`src/rtl/assert_macros.svh`:
```
// Assertion macros shared by the tape pulse timer RTL.
// Depends on nothing; included by the modules that carry assertions.
`ifndef ASSERT_MACROS_SVH
`define ASSERT_MACROS_SVH

// The expression must hold at every clock edge outside reset.
`define ASSERT_ALWAYS(lbl, clk, rst_n, expr) \
  lbl: assert property (@(posedge clk) disable iff (!rst_n) (expr)) \
    else $error("tpt: invariant violated");

// Whenever the antecedent holds, the consequent must hold in the same cycle.
`define ASSERT_IMPLIES(lbl, clk, rst_n, ante, cons) \
  lbl: assert property (@(posedge clk) disable iff (!rst_n) (ante) |-> (cons)) \
    else $error("tpt: implication violated");

`endif

```
`src/rtl/tpt_pkg.sv`:
```
// Shared types and constants of the tape pulse timer.
// Depends on nothing; imported by every module of the block.
package tpt_pkg;

  // Image bytes skipped at the start of the tape.
  localparam int HEADER_BYTES = 20;
  // Width of the pulse down-counter and of the late-cycle counter.
  localparam int COUNT_BITS = 24;
  // Width of the byte position and of the tape length register.
  localparam int POS_W = 24;
  // Entries in the command queue between front and back.
  localparam int QUEUE_DEPTH = 2;
  localparam int QPTR_W = (QUEUE_DEPTH > 1) ? $clog2(QUEUE_DEPTH) : 1;
  localparam int QCNT_W = $clog2(QUEUE_DEPTH + 1);

  // Operation codes of an input item.
  typedef enum logic [2:0] {
    OP_TICK    = 3'd0,
    OP_BYTE    = 3'd1,
    OP_MOTOR   = 3'd2,
    OP_PLAY    = 3'd3,
    OP_RESTART = 3'd4
  } op_e;

  // Decoded command kinds handed from front to back.
  typedef enum logic [2:0] {
    CMD_TICK,
    CMD_BYTE,
    CMD_MOTOR,
    CMD_PLAY,
    CMD_RESTART,
    CMD_NOP
  } cmd_e;

  typedef struct packed {
    logic [2:0] operation;
    logic [7:0] value;
  } in_item_t;

  typedef struct packed {
    logic pulse_interrupt;
    logic need_byte;
    logic end_of_tape;
    logic motor_off_bit;
    logic play_released_bit;
  } out_item_t;

  // Classified command as it travels through the queue.
  typedef struct packed {
    cmd_e       kind;
    logic [7:0] value;
    logic       byte_zero;  // Image byte is zero: a long-form length follows.
    logic       motor_run;  // Motor control bit decoded: 1 means run.
  } cmd_t;

  // Queue head as seen by the back end.
  typedef struct packed {
    logic valid;
    cmd_t cmd;
  } q_head_t;

endpackage

```
`src/rtl/tape_pulse_timer.sv`:
```
// Tape pulse timer: plays a TAP version 1 image as timed pulses.
// Uses the tpt front, queue and back modules and tpt_pkg.
//
// Usage: items enter on the in channel (valid/ready). Operation 0 is one
// machine-cycle tick, 1 delivers the next image byte, 2 writes the motor
// control bit, 3 toggles the play button and 4 restarts the attached tape.
// Every item yields exactly one result on the out channel (valid/ready),
// in order, carrying the pulse interrupt and the status bits after the
// item took effect. The tape length is written through cfg_we_i and
// cfg_wdata_i while the block is idle.
// An item is stored in the command queue, and its result is registered when
// the back end takes it. Throughput: one item per cycle while out_ready_i
// is high; the back end retires one command a cycle and updates the counters.
// A two-entry command queue sits between decode and execution, and the
// result register lets a new item enter while a result waits.
// Reset clears the pulse, position, late cycles, long-form state, motor
// (stopped), play (released) and the tape length. When the receiver
// stalls, the result holds, the queue fills, and in_ready_o drops after
// at most two more transfers.
module tape_pulse_timer (
  input  logic                       clk_i,
  input  logic                       rst_ni,
  input  logic                       in_valid_i,
  output logic                       in_ready_o,
  input  tpt_pkg::in_item_t          in_data_i,
  output logic                       out_valid_o,
  input  logic                       out_ready_i,
  output tpt_pkg::out_item_t         out_data_o,
  input  logic                       cfg_we_i,
  input  logic [tpt_pkg::POS_W-1:0]  cfg_wdata_i
);
  import tpt_pkg::*;

  logic [POS_W-1:0] tape_length_q;
  cmd_t             front_cmd;
  q_head_t          head;
  logic             q_full;
  logic             pop;

  // Tape length register.
  always_ff @(posedge clk_i or negedge rst_ni) begin
    if (!rst_ni) begin
      tape_length_q <= '0;
    end else if (cfg_we_i) begin
      tape_length_q <= cfg_wdata_i;
    end
  end

  assign in_ready_o = !q_full;

  tpt_front u_front (
    .in_data_i (in_data_i),
    .cmd_o     (front_cmd)
  );

  tpt_queue u_queue (
    .clk_i       (clk_i),
    .rst_ni      (rst_ni),
    .push_i      (in_valid_i),
    .push_data_i (front_cmd),
    .full_o      (q_full),
    .pop_i       (pop),
    .head_o      (head)
  );

  tpt_back u_back (
    .clk_i         (clk_i),
    .rst_ni        (rst_ni),
    .tape_length_i (tape_length_q),
    .head_i        (head),
    .pop_o         (pop),
    .out_valid_o   (out_valid_o),
    .out_ready_i   (out_ready_i),
    .out_data_o    (out_data_o)
  );

endmodule

```
`src/rtl/tpt_front.sv`:
```
// Front end of the tape pulse timer: decodes input items into commands.
// Depends on tpt_pkg.
module tpt_front (
  input  tpt_pkg::in_item_t in_data_i,
  output tpt_pkg::cmd_t     cmd_o
);
  import tpt_pkg::*;

  // Classify the operation code; unused codes become no-ops.
  always_comb begin
    cmd_o.value     = in_data_i.value;
    cmd_o.byte_zero = (in_data_i.value == 8'd0);
    cmd_o.motor_run = ~in_data_i.value[0];
    case (in_data_i.operation)
      OP_TICK:    cmd_o.kind = CMD_TICK;
      OP_BYTE:    cmd_o.kind = CMD_BYTE;
      OP_MOTOR:   cmd_o.kind = CMD_MOTOR;
      OP_PLAY:    cmd_o.kind = CMD_PLAY;
      OP_RESTART: cmd_o.kind = CMD_RESTART;
      default:    cmd_o.kind = CMD_NOP;
    endcase
  end

endmodule

```
`src/rtl/tpt_queue.sv`:
```
// Short command queue between the front and back ends of the tape pulse timer.
// Depends on tpt_pkg.
module tpt_queue (
  input  logic              clk_i,
  input  logic              rst_ni,
  input  logic              push_i,
  input  tpt_pkg::cmd_t     push_data_i,
  output logic              full_o,
  input  logic              pop_i,
  output tpt_pkg::q_head_t  head_o
);
  import tpt_pkg::*;

  cmd_t              mem_q [QUEUE_DEPTH];
  logic [QPTR_W-1:0] wr_ptr_q, wr_ptr_d;
  logic [QPTR_W-1:0] rd_ptr_q, rd_ptr_d;
  logic [QCNT_W-1:0] count_q, count_d;
  logic              do_push;
  logic              do_pop;

  assign full_o      = (count_q == QCNT_W'(QUEUE_DEPTH));
  assign head_o.valid = (count_q != '0);
  assign head_o.cmd   = mem_q[rd_ptr_q];

  assign do_push = push_i && !full_o;
  assign do_pop  = pop_i && head_o.valid;

  // Pointer and fill-count update with wraparound at the queue depth.
  always_comb begin
    wr_ptr_d = wr_ptr_q;
    rd_ptr_d = rd_ptr_q;
    count_d  = count_q;
    if (do_push) begin
      wr_ptr_d = (wr_ptr_q == QPTR_W'(QUEUE_DEPTH - 1)) ? '0 : wr_ptr_q + 1'b1;
    end
    if (do_pop) begin
      rd_ptr_d = (rd_ptr_q == QPTR_W'(QUEUE_DEPTH - 1)) ? '0 : rd_ptr_q + 1'b1;
    end
    case ({do_push, do_pop})
      2'b10:   count_d = count_q + 1'b1;
      2'b01:   count_d = count_q - 1'b1;
      default: count_d = count_q;
    endcase
  end

  always_ff @(posedge clk_i or negedge rst_ni) begin
    if (!rst_ni) begin
      wr_ptr_q <= '0;
      rd_ptr_q <= '0;
      count_q  <= '0;
    end else begin
      wr_ptr_q <= wr_ptr_d;
      rd_ptr_q <= rd_ptr_d;
      count_q  <= count_d;
    end
  end

  // Entry storage needs no reset.
  always_ff @(posedge clk_i) begin
    if (do_push) begin
      mem_q[wr_ptr_q] <= push_data_i;
    end
  end

endmodule

```
`src/rtl/tpt_back.sv`:
```
// Back end of the tape pulse timer: pulse counter, byte decoder and result register.
// Depends on tpt_pkg and assert_macros.svh.
`include "assert_macros.svh"

module tpt_back (
  input  logic                  clk_i,
  input  logic                  rst_ni,
  input  logic [tpt_pkg::POS_W-1:0] tape_length_i,
  input  tpt_pkg::q_head_t      head_i,
  output logic                  pop_o,
  output logic                  out_valid_o,
  input  logic                  out_ready_i,
  output tpt_pkg::out_item_t    out_data_o
);
  import tpt_pkg::*;

  logic [COUNT_BITS-1:0] rem_q, rem_d;
  logic                  loaded_q, loaded_d;
  logic [COUNT_BITS-1:0] late_q, late_d;
  logic [POS_W-1:0]      pos_q, pos_d;
  logic [1:0]            phase_q, phase_d;
  logic [23:0]           lval_q, lval_d;
  logic                  motor_q, motor_d;
  logic                  play_q, play_d;
  logic                  out_valid_q;
  out_item_t             out_q, out_d;

  logic                  at_end_now;
  logic                  at_end_next;
  logic                  irq;
  logic                  load;
  logic [23:0]           load_len;
  logic [31:0]           len_ext;
  logic [COUNT_BITS-1:0] len_sat;
  cmd_t                  cmd;

  assign cmd        = head_i.cmd;
  assign pop_o      = head_i.valid && (!out_valid_q || out_ready_i);
  assign at_end_now = (pos_q >= tape_length_i);

  // Execute one command: tick, image byte, motor, play or restart.
  always_comb begin
    rem_d    = rem_q;
    loaded_d = loaded_q;
    late_d   = late_q;
    pos_d    = pos_q;
    phase_d  = phase_q;
    lval_d   = lval_q;
    motor_d  = motor_q;
    play_d   = play_q;
    irq      = 1'b0;
    load     = 1'b0;
    load_len = '0;
    case (cmd.kind)
      CMD_TICK: begin
        if (motor_q) begin
          if (loaded_q) begin
            if (rem_q > COUNT_BITS'(1)) begin
              rem_d = rem_q - 1'b1;
            end else begin
              rem_d    = '0;
              loaded_d = 1'b0;
              irq      = 1'b1;
            end
          end else if (!at_end_now && (pos_q > POS_W'(HEADER_BYTES)) &&
                       (late_q != {COUNT_BITS{1'b1}})) begin
            late_d = late_q + 1'b1;
          end
        end
      end
      CMD_BYTE: begin
        if (!at_end_now) begin
          pos_d = pos_q + 1'b1;
          if (pos_q >= POS_W'(HEADER_BYTES)) begin
            case (phase_q)
              2'd0: begin
                if (!cmd.byte_zero) begin
                  load     = 1'b1;
                  load_len = {13'd0, cmd.value, 3'd0};
                end else begin
                  lval_d  = '0;
                  phase_d = 2'd1;
                end
              end
              2'd1: begin
                lval_d[7:0] = cmd.value;
                phase_d     = 2'd2;
              end
              2'd2: begin
                lval_d[15:8] = cmd.value;
                phase_d      = 2'd3;
              end
              default: begin
                lval_d[23:16] = cmd.value;
                phase_d       = 2'd0;
                load          = 1'b1;
                load_len      = {cmd.value, lval_q[15:0]};
              end
            endcase
          end
        end
      end
      CMD_MOTOR: motor_d = cmd.motor_run;
      CMD_PLAY:  play_d  = !play_q;
      CMD_RESTART: begin
        pos_d    = '0;
        rem_d    = '0;
        loaded_d = 1'b0;
        late_d   = '0;
        phase_d  = 2'd0;
        lval_d   = '0;
      end
      default: ;
    endcase

    // Load a new pulse: saturate to the counter width, then take off late cycles.
    len_ext = {8'd0, load_len};
    len_sat = ((len_ext >> COUNT_BITS) != '0) ? {COUNT_BITS{1'b1}}
                                              : len_ext[COUNT_BITS-1:0];
    if (load) begin
      rem_d    = (len_sat > late_q) ? (len_sat - late_q) : '0;
      loaded_d = 1'b1;
      late_d   = '0;
    end

    // Status after the update.
    at_end_next              = (pos_d >= tape_length_i);
    out_d.pulse_interrupt    = irq;
    out_d.need_byte          = !loaded_d && !at_end_next;
    out_d.end_of_tape        = at_end_next;
    out_d.motor_off_bit      = !motor_d;
    out_d.play_released_bit  = !play_d;
  end

  // Decoder state and result handshake.
  always_ff @(posedge clk_i or negedge rst_ni) begin
    if (!rst_ni) begin
      rem_q       <= '0;
      loaded_q    <= 1'b0;
      late_q      <= '0;
      pos_q       <= '0;
      phase_q     <= 2'd0;
      lval_q      <= '0;
      motor_q     <= 1'b0;
      play_q      <= 1'b0;
      out_valid_q <= 1'b0;
    end else begin
      if (pop_o) begin
        rem_q    <= rem_d;
        loaded_q <= loaded_d;
        late_q   <= late_d;
        pos_q    <= pos_d;
        phase_q  <= phase_d;
        lval_q   <= lval_d;
        motor_q  <= motor_d;
        play_q   <= play_d;
      end
      if (pop_o) begin
        out_valid_q <= 1'b1;
      end else if (out_ready_i) begin
        out_valid_q <= 1'b0;
      end
    end
  end

  // Result payload needs no reset.
  always_ff @(posedge clk_i) begin
    if (pop_o) begin
      out_q <= out_d;
    end
  end

  assign out_valid_o = out_valid_q;
  assign out_data_o  = out_q;

  // Late cycles only build up while no pulse is loaded.
  `ASSERT_IMPLIES(a_late_when_idle, clk_i, rst_ni, late_q != '0, !loaded_q)
  // A nonzero remaining count always belongs to a loaded pulse.
  `ASSERT_IMPLIES(a_rem_loaded, clk_i, rst_ni, rem_q != '0, loaded_q)
  // An expiry happens only with the motor on, and leaves no pulse loaded.
  `ASSERT_IMPLIES(a_irq_status, clk_i, rst_ni, out_valid_q && out_q.pulse_interrupt, !out_q.motor_off_bit && (out_q.need_byte != out_q.end_of_tape))

endmodule

```
`config.mk`:
```
export PLATFORM = sky130hd
export DESIGN_NAME = tape_pulse_timer
export DESIGN_NICKNAME = d
export VERILOG_FILES = /design/src/rtl/tpt_pkg.sv /design/src/rtl/tape_pulse_timer.sv /design/src/rtl/tpt_front.sv /design/src/rtl/tpt_queue.sv /design/src/rtl/tpt_back.sv
export VERILOG_INCLUDE_DIRS = /design/src /design/src/rtl
export SDC_FILE = /design/constraint.sdc
export NUM_CORES = 1
export LEC_CHECK = 0
export ABC_AREA = 0
export BUFFER_PORTS_ARGS = -buffer_cell sky130_fd_sc_hd__buf_2
export CELL_PAD_IN_SITES_DETAIL_PLACEMENT = 1
export CELL_PAD_IN_SITES_GLOBAL_PLACEMENT = 1
export CORE_ASPECT_RATIO = 1.25
export CORE_MARGIN = 10
export CORE_UTILIZATION = 40
export CTS_CLUSTER_SIZE = 16
export DETAILED_ROUTE_END_ITERATION = 10
export PLACE_DENSITY_LB_ADDON = 0.1
export SYNTH_ARGS = -nofsm -noshare
export SYNTH_HDL_FRONTEND = slang
export SYNTH_SLANG_ARGS = --single-unit
export TNS_END_PERCENT = 20
```
`constraint.sdc`:
```
create_clock -name clk_i -period 13.2 [get_ports clk_i]
set_clock_uncertainty 0.05 [all_clocks]
set_input_delay 1.98 -clock clk_i [delete_from_list [all_inputs] [get_ports clk_i]]
set_output_delay 1.98 -clock clk_i [all_outputs]
set_load 0.01 [all_outputs]
```
==> qor.txt <==
====================================================================================================
CTS sink cnt                                                                                     153
Achievable Freq                                                                              172 MHz
FFs w/ async S/R, synth                                                                        79.7%
Synthesized cell area                                                                     0.0105 mm2
Detail-routed net length per standard cell                                                   20.2 um
Status                                                                                  finished clean
Synthesized instance count                                                                      1165
Vias after detailed routing                                                                     8853
R2r startpoint                                                                          u_back.pos_q[17]
Flip-flop cell with the highest count after synthesis                                        dfrtp_1
Via count of the first global-routing pass                                                      9369
Headroom to the max-slew limit                                                                 19.1%
Critical setup path kind                                                                  reg -> reg
Slew of the pin with the lowest slew margin                                                  1.21 ns
Vertical extent of the die                                                                    201 um
CTS tree                                                                                        done
Post-CTS Hold Fix Bufs                                                                             0
H-tree levels                                                                                      4
Share of synthesized area occupied by flip-flops and latches                                   38.1%
Yosys warns                                                                                        0
Worst path bufs/invs                                                                               0
Required time of the critical path                                                          13.53 ns
Port Buf Inserts                                                                                  46
Quantity of gates resized following cts                                                            0
Fraction of layout instances using a drive strength above 1                                    12.9%
Setup TNS                                                                                       0 ns
Post-synthesis cell type count                                                                    83
Most frequent cells in the layout                                                       o21ai_0 (127), dfrtp_1 (122), nor2_1 (109), nand2_1 (106), ha_1 (87)
Crit path time final                                                                         5.80 ns
Static Leakage                                                                               5.12 nW
Total wirelength of the detailed-routed design                                               31.1 mm
Number of filler instances in the final layout                                                  3064
First DRT Iteration DRCs                                                                         383
Gr ovfl total                                                                                      0
Remaining antenna violation count after routing                                                    0
First-pass GRT wire length                                                                   50.9 mm
Most common library cell in the layout ignoring fill and taps                                o21ai_0
Area Overhead vs Synth                                                                         10.8%
Type of destination of the critical path                                                    register
Maximum number of pins on one net before global-route repair                                      71
Max Fanout on Critical Path                                                                       18
Initial core utilization                                                                       40.3%
Overall global routing resource usage                                                          19.2%
Drt first pass iters                                                                               5
Count of endpoints failing setup in the final report                                               0
Clock-pin slew reported for the worst setup and hold paths after clock tree synthesis        0.07 ns
Maximum number of buffers from clock root to sink                                                  2
Crit-path max cell delay                                                                     0.62 ns
Min-delay src                                                                           u_back.rem_q[18]
Number of ports placed on the die boundary                                                        47
Max stage delay cell, worst path                                                              nor3_1
Worst setup SP type                                                                         register
CP startpoint                                                                           u_back.pos_q[17]
Flip-flop and latch count after synthesis                                                        153
Die area                                                                                  0.0331 mm2
Class of the tightest hold or removal check                                               reg -> reg
Power density over the cells                                                              163 mW/mm2
Capture instance of the worst register-to-register path                                 u_back.rem_q[17]
Estimated wirelength of the detail-placed design                                             23.3 mm
Final-report max-slew violation count                                                              0
Total clock buffers created by CTS                                                                17
Setup repair bufs after CTS                                                                        0
Die width                                                                                     165 um
Termination of the worst setup path                                                     u_back.rem_q[17]
Highest ir drop seen on vdd                                                                0.0937 mV
Worst R2R Setup Slack                                                                        7.40 ns
Max Cap Viol                                                                                       0
Antenna diodes                                                                                     0
Arrival @ worst endpoint                                                                     6.13 ns
Net count of the mapped netlist                                                                 1293
Via count normalized by instance count                                                          5.74
Final worst-path cycle share                                                                   44.0%
Layout Nets                                                                                     1316
Crit path cell chain                                                                    ha_1 -> a211oi_2 -> o21a_1 -> o21ai_1 -> a211o_1 -> nor3_1 -> and2_1 -> nand2_1 -> ha_1 -> fa_1 -> o21ai_0 -> a21oi_1 -> a211oi_1 -> o21a_1 -> nand2_1 -> nor2_1 -> a221o_1
FF-to-FF path depth                                                                               17
Number of rows in the core area                                                                   66
Number of antenna violations at the first check in global routing                                  0
Post-route DRC                                                                                     0
Placer Congestion                                                                              0.822
Number of failing hold endpoints at the final stage                                                0
Category of cells accounting for the largest share of critical-path delay               compound AO/OA/AOI/OAI gates
Unrepaired setup endpoints after global routing                                                false
CTS Root Cell                                                                              clkbuf_16
Number of flops mapped to enable cells by yosys                                                   31
Core region area                                                                          0.0259 mm2
Hold Crit Depth                                                                                    1
Cell depth of the worst setup path                                                                17
Clock Latency Late Sink                                                                      0.44 ns
Count of placed standard cells including taps                                                   1509
Synthesized area per cell                                                                   8.98 um2
Number of cells in the finished layout apart from fillers                                       1541
====================================================================================================
==> metrics by stage <==
stage	setup WS [ns]	area, um2	power (mW)	hold slack, ns	utilization (%)
floorplan	8.78	10500	1.14	0.401	-
global placement	7.66	11000	1.37	0.414	42.4
detailed placement	7.46	11000	1.38	0.426	42.4
CTS	7.44	11600	1.91	0.440	44.7
global route	7.04	11600	2.02	0.471	44.7
finish	7.40	11600	1.89	0.438	44.7
==> layer usage <==
metal / part of all wire (%) / vias to the layer above / routed length, um / track usage (%)
met3: 1.8 / 43 / 571 / 2.73
li1: - / 4299 / - / -
met2: 53 / 93 / 16500 / 34.3
met1: 42 / 4418 / 13100 / 22.4
met5: 0 / - / 0 / 0
met4: 3.0 / 0 / 934 / 7.29
==> report_power, final <==
part | internal (mW) | leakage [nW] | switching, mW
clock network | 0.304 | 0.290 | 0.215
registers | 0.585 | 1.90 | 0.0917
logic | 0.253 | 2.93 | 0.439
total | 1.14 | 5.12 | 0.747
==> area by class of cell <==
cell class	instances	area, um2	share of cell area, %
Multi-Input combinational cell	895	6020	51.9
Sequential cell	153	3980	34.4
Clock buffer	19	443	3.82
Tap cell	340	425	3.67
Timing Repair Buffer	55	304	2.62
Inverter	66	248	2.14
Clock inverter	13	170	1.47
==> flip-flops by register name (all words and copies together), names as in the netlist <==
signal              flops
u_back.pos_q           24
u_back.loaded_q         1
tape_length_q          24
u_queue.count_q         2
u_back.phase_q          2
u_back.rem_q           24
u_queue.rd_ptr_q        1
u_back.lval_q          16
u_back.out_data_o       5
u_back.play_q           1
u_back.out_valid_o      1
u_queue.mem_q          26
u_back.late_q          24
u_queue.wr_ptr_q        1
u_back.motor_q          1
==> kinds of logic (layout without fill, tap and decap cells) <==
group                    count (synthesis)  after routing  share of synthesized area, %
XOR/XNOR                                29             29                          2.43
flip-flops                             153            153                          38.1
buffers and inverters                  117            153                          4.70
adder cells (fa/ha/maj)                 88             88                          10.6
AO/OA/AOI/OAI                          346            346                          21.3
multiplexers                            34             34                          3.49
AND/OR/NAND/NOR                        398            398                          19.4
==> Yosys cell counts, types with 4 or more instances <==
master,n,area [um2]
dfrtp_1,122,3050
or3_1,8,50.1
and4_1,11,96.3
clkbuf_1,24,90.1
nand2_1,106,398
o32ai_1,4,35.0
a21oi_2,11,96.3
mux2_2,20,225
ha_1,87,1090
xnor2_1,18,158
xor2_1,11,96.3
a21oi_1,51,255
o22ai_1,6,37.5
a31oi_1,25,156
o211ai_1,4,30.0
nor2_1,109,409
or4_1,8,60.1
buf_2,21,105
a221o_1,7,70.1
nor2_2,6,37.5
inv_1,63,236
o31ai_1,21,158
a211o_1,7,61.3
a211oi_1,4,30.0
nand3_1,31,155
nor4_1,12,75.1
a22o_1,10,87.6
nand4_1,12,75.1
edfxtp_1,31,931
nand2b_1,5,31.3
mux2i_1,14,140
a21o_1,14,105
o21a_1,9,67.6
nor3_1,33,165
and2_1,7,43.8
o21ai_1,13,65.1
nor2b_1,11,68.8
o21ai_0,127,636
and3_1,19,119
==> worst min path at each step <==
stage | end | slack (ns)
after floorplan | u_back.rem_q[8] | 0.40
after global placement | u_back.rem_q[8] | 0.41
after detailed placement | u_back.rem_q[8] | 0.43
after CTS | u_back.rem_q[18] | 0.44
after global routing | u_back.play_q | 0.47
final | u_back.rem_q[18] | 0.44
==> worst reg2reg max path, stage by stage (launching register included) <==
cell	delay [ns]
dfrtp_1	0.48
ha_1	0.36
a211oi_2	0.25
o21a_1	0.15
o21ai_1	0.09
a211o_1	0.45
nor3_1	0.63
and2_1	0.24
nand2_1	0.06
ha_1	0.20
fa_1	0.39
o21ai_0	0.39
a21oi_1	0.18
a211oi_1	0.39
o21a_1	0.19
nand2_1	0.40
nor2_1	0.60
a221o_1	0.27
No activity file was read; power rests on OpenSTA's default activity.
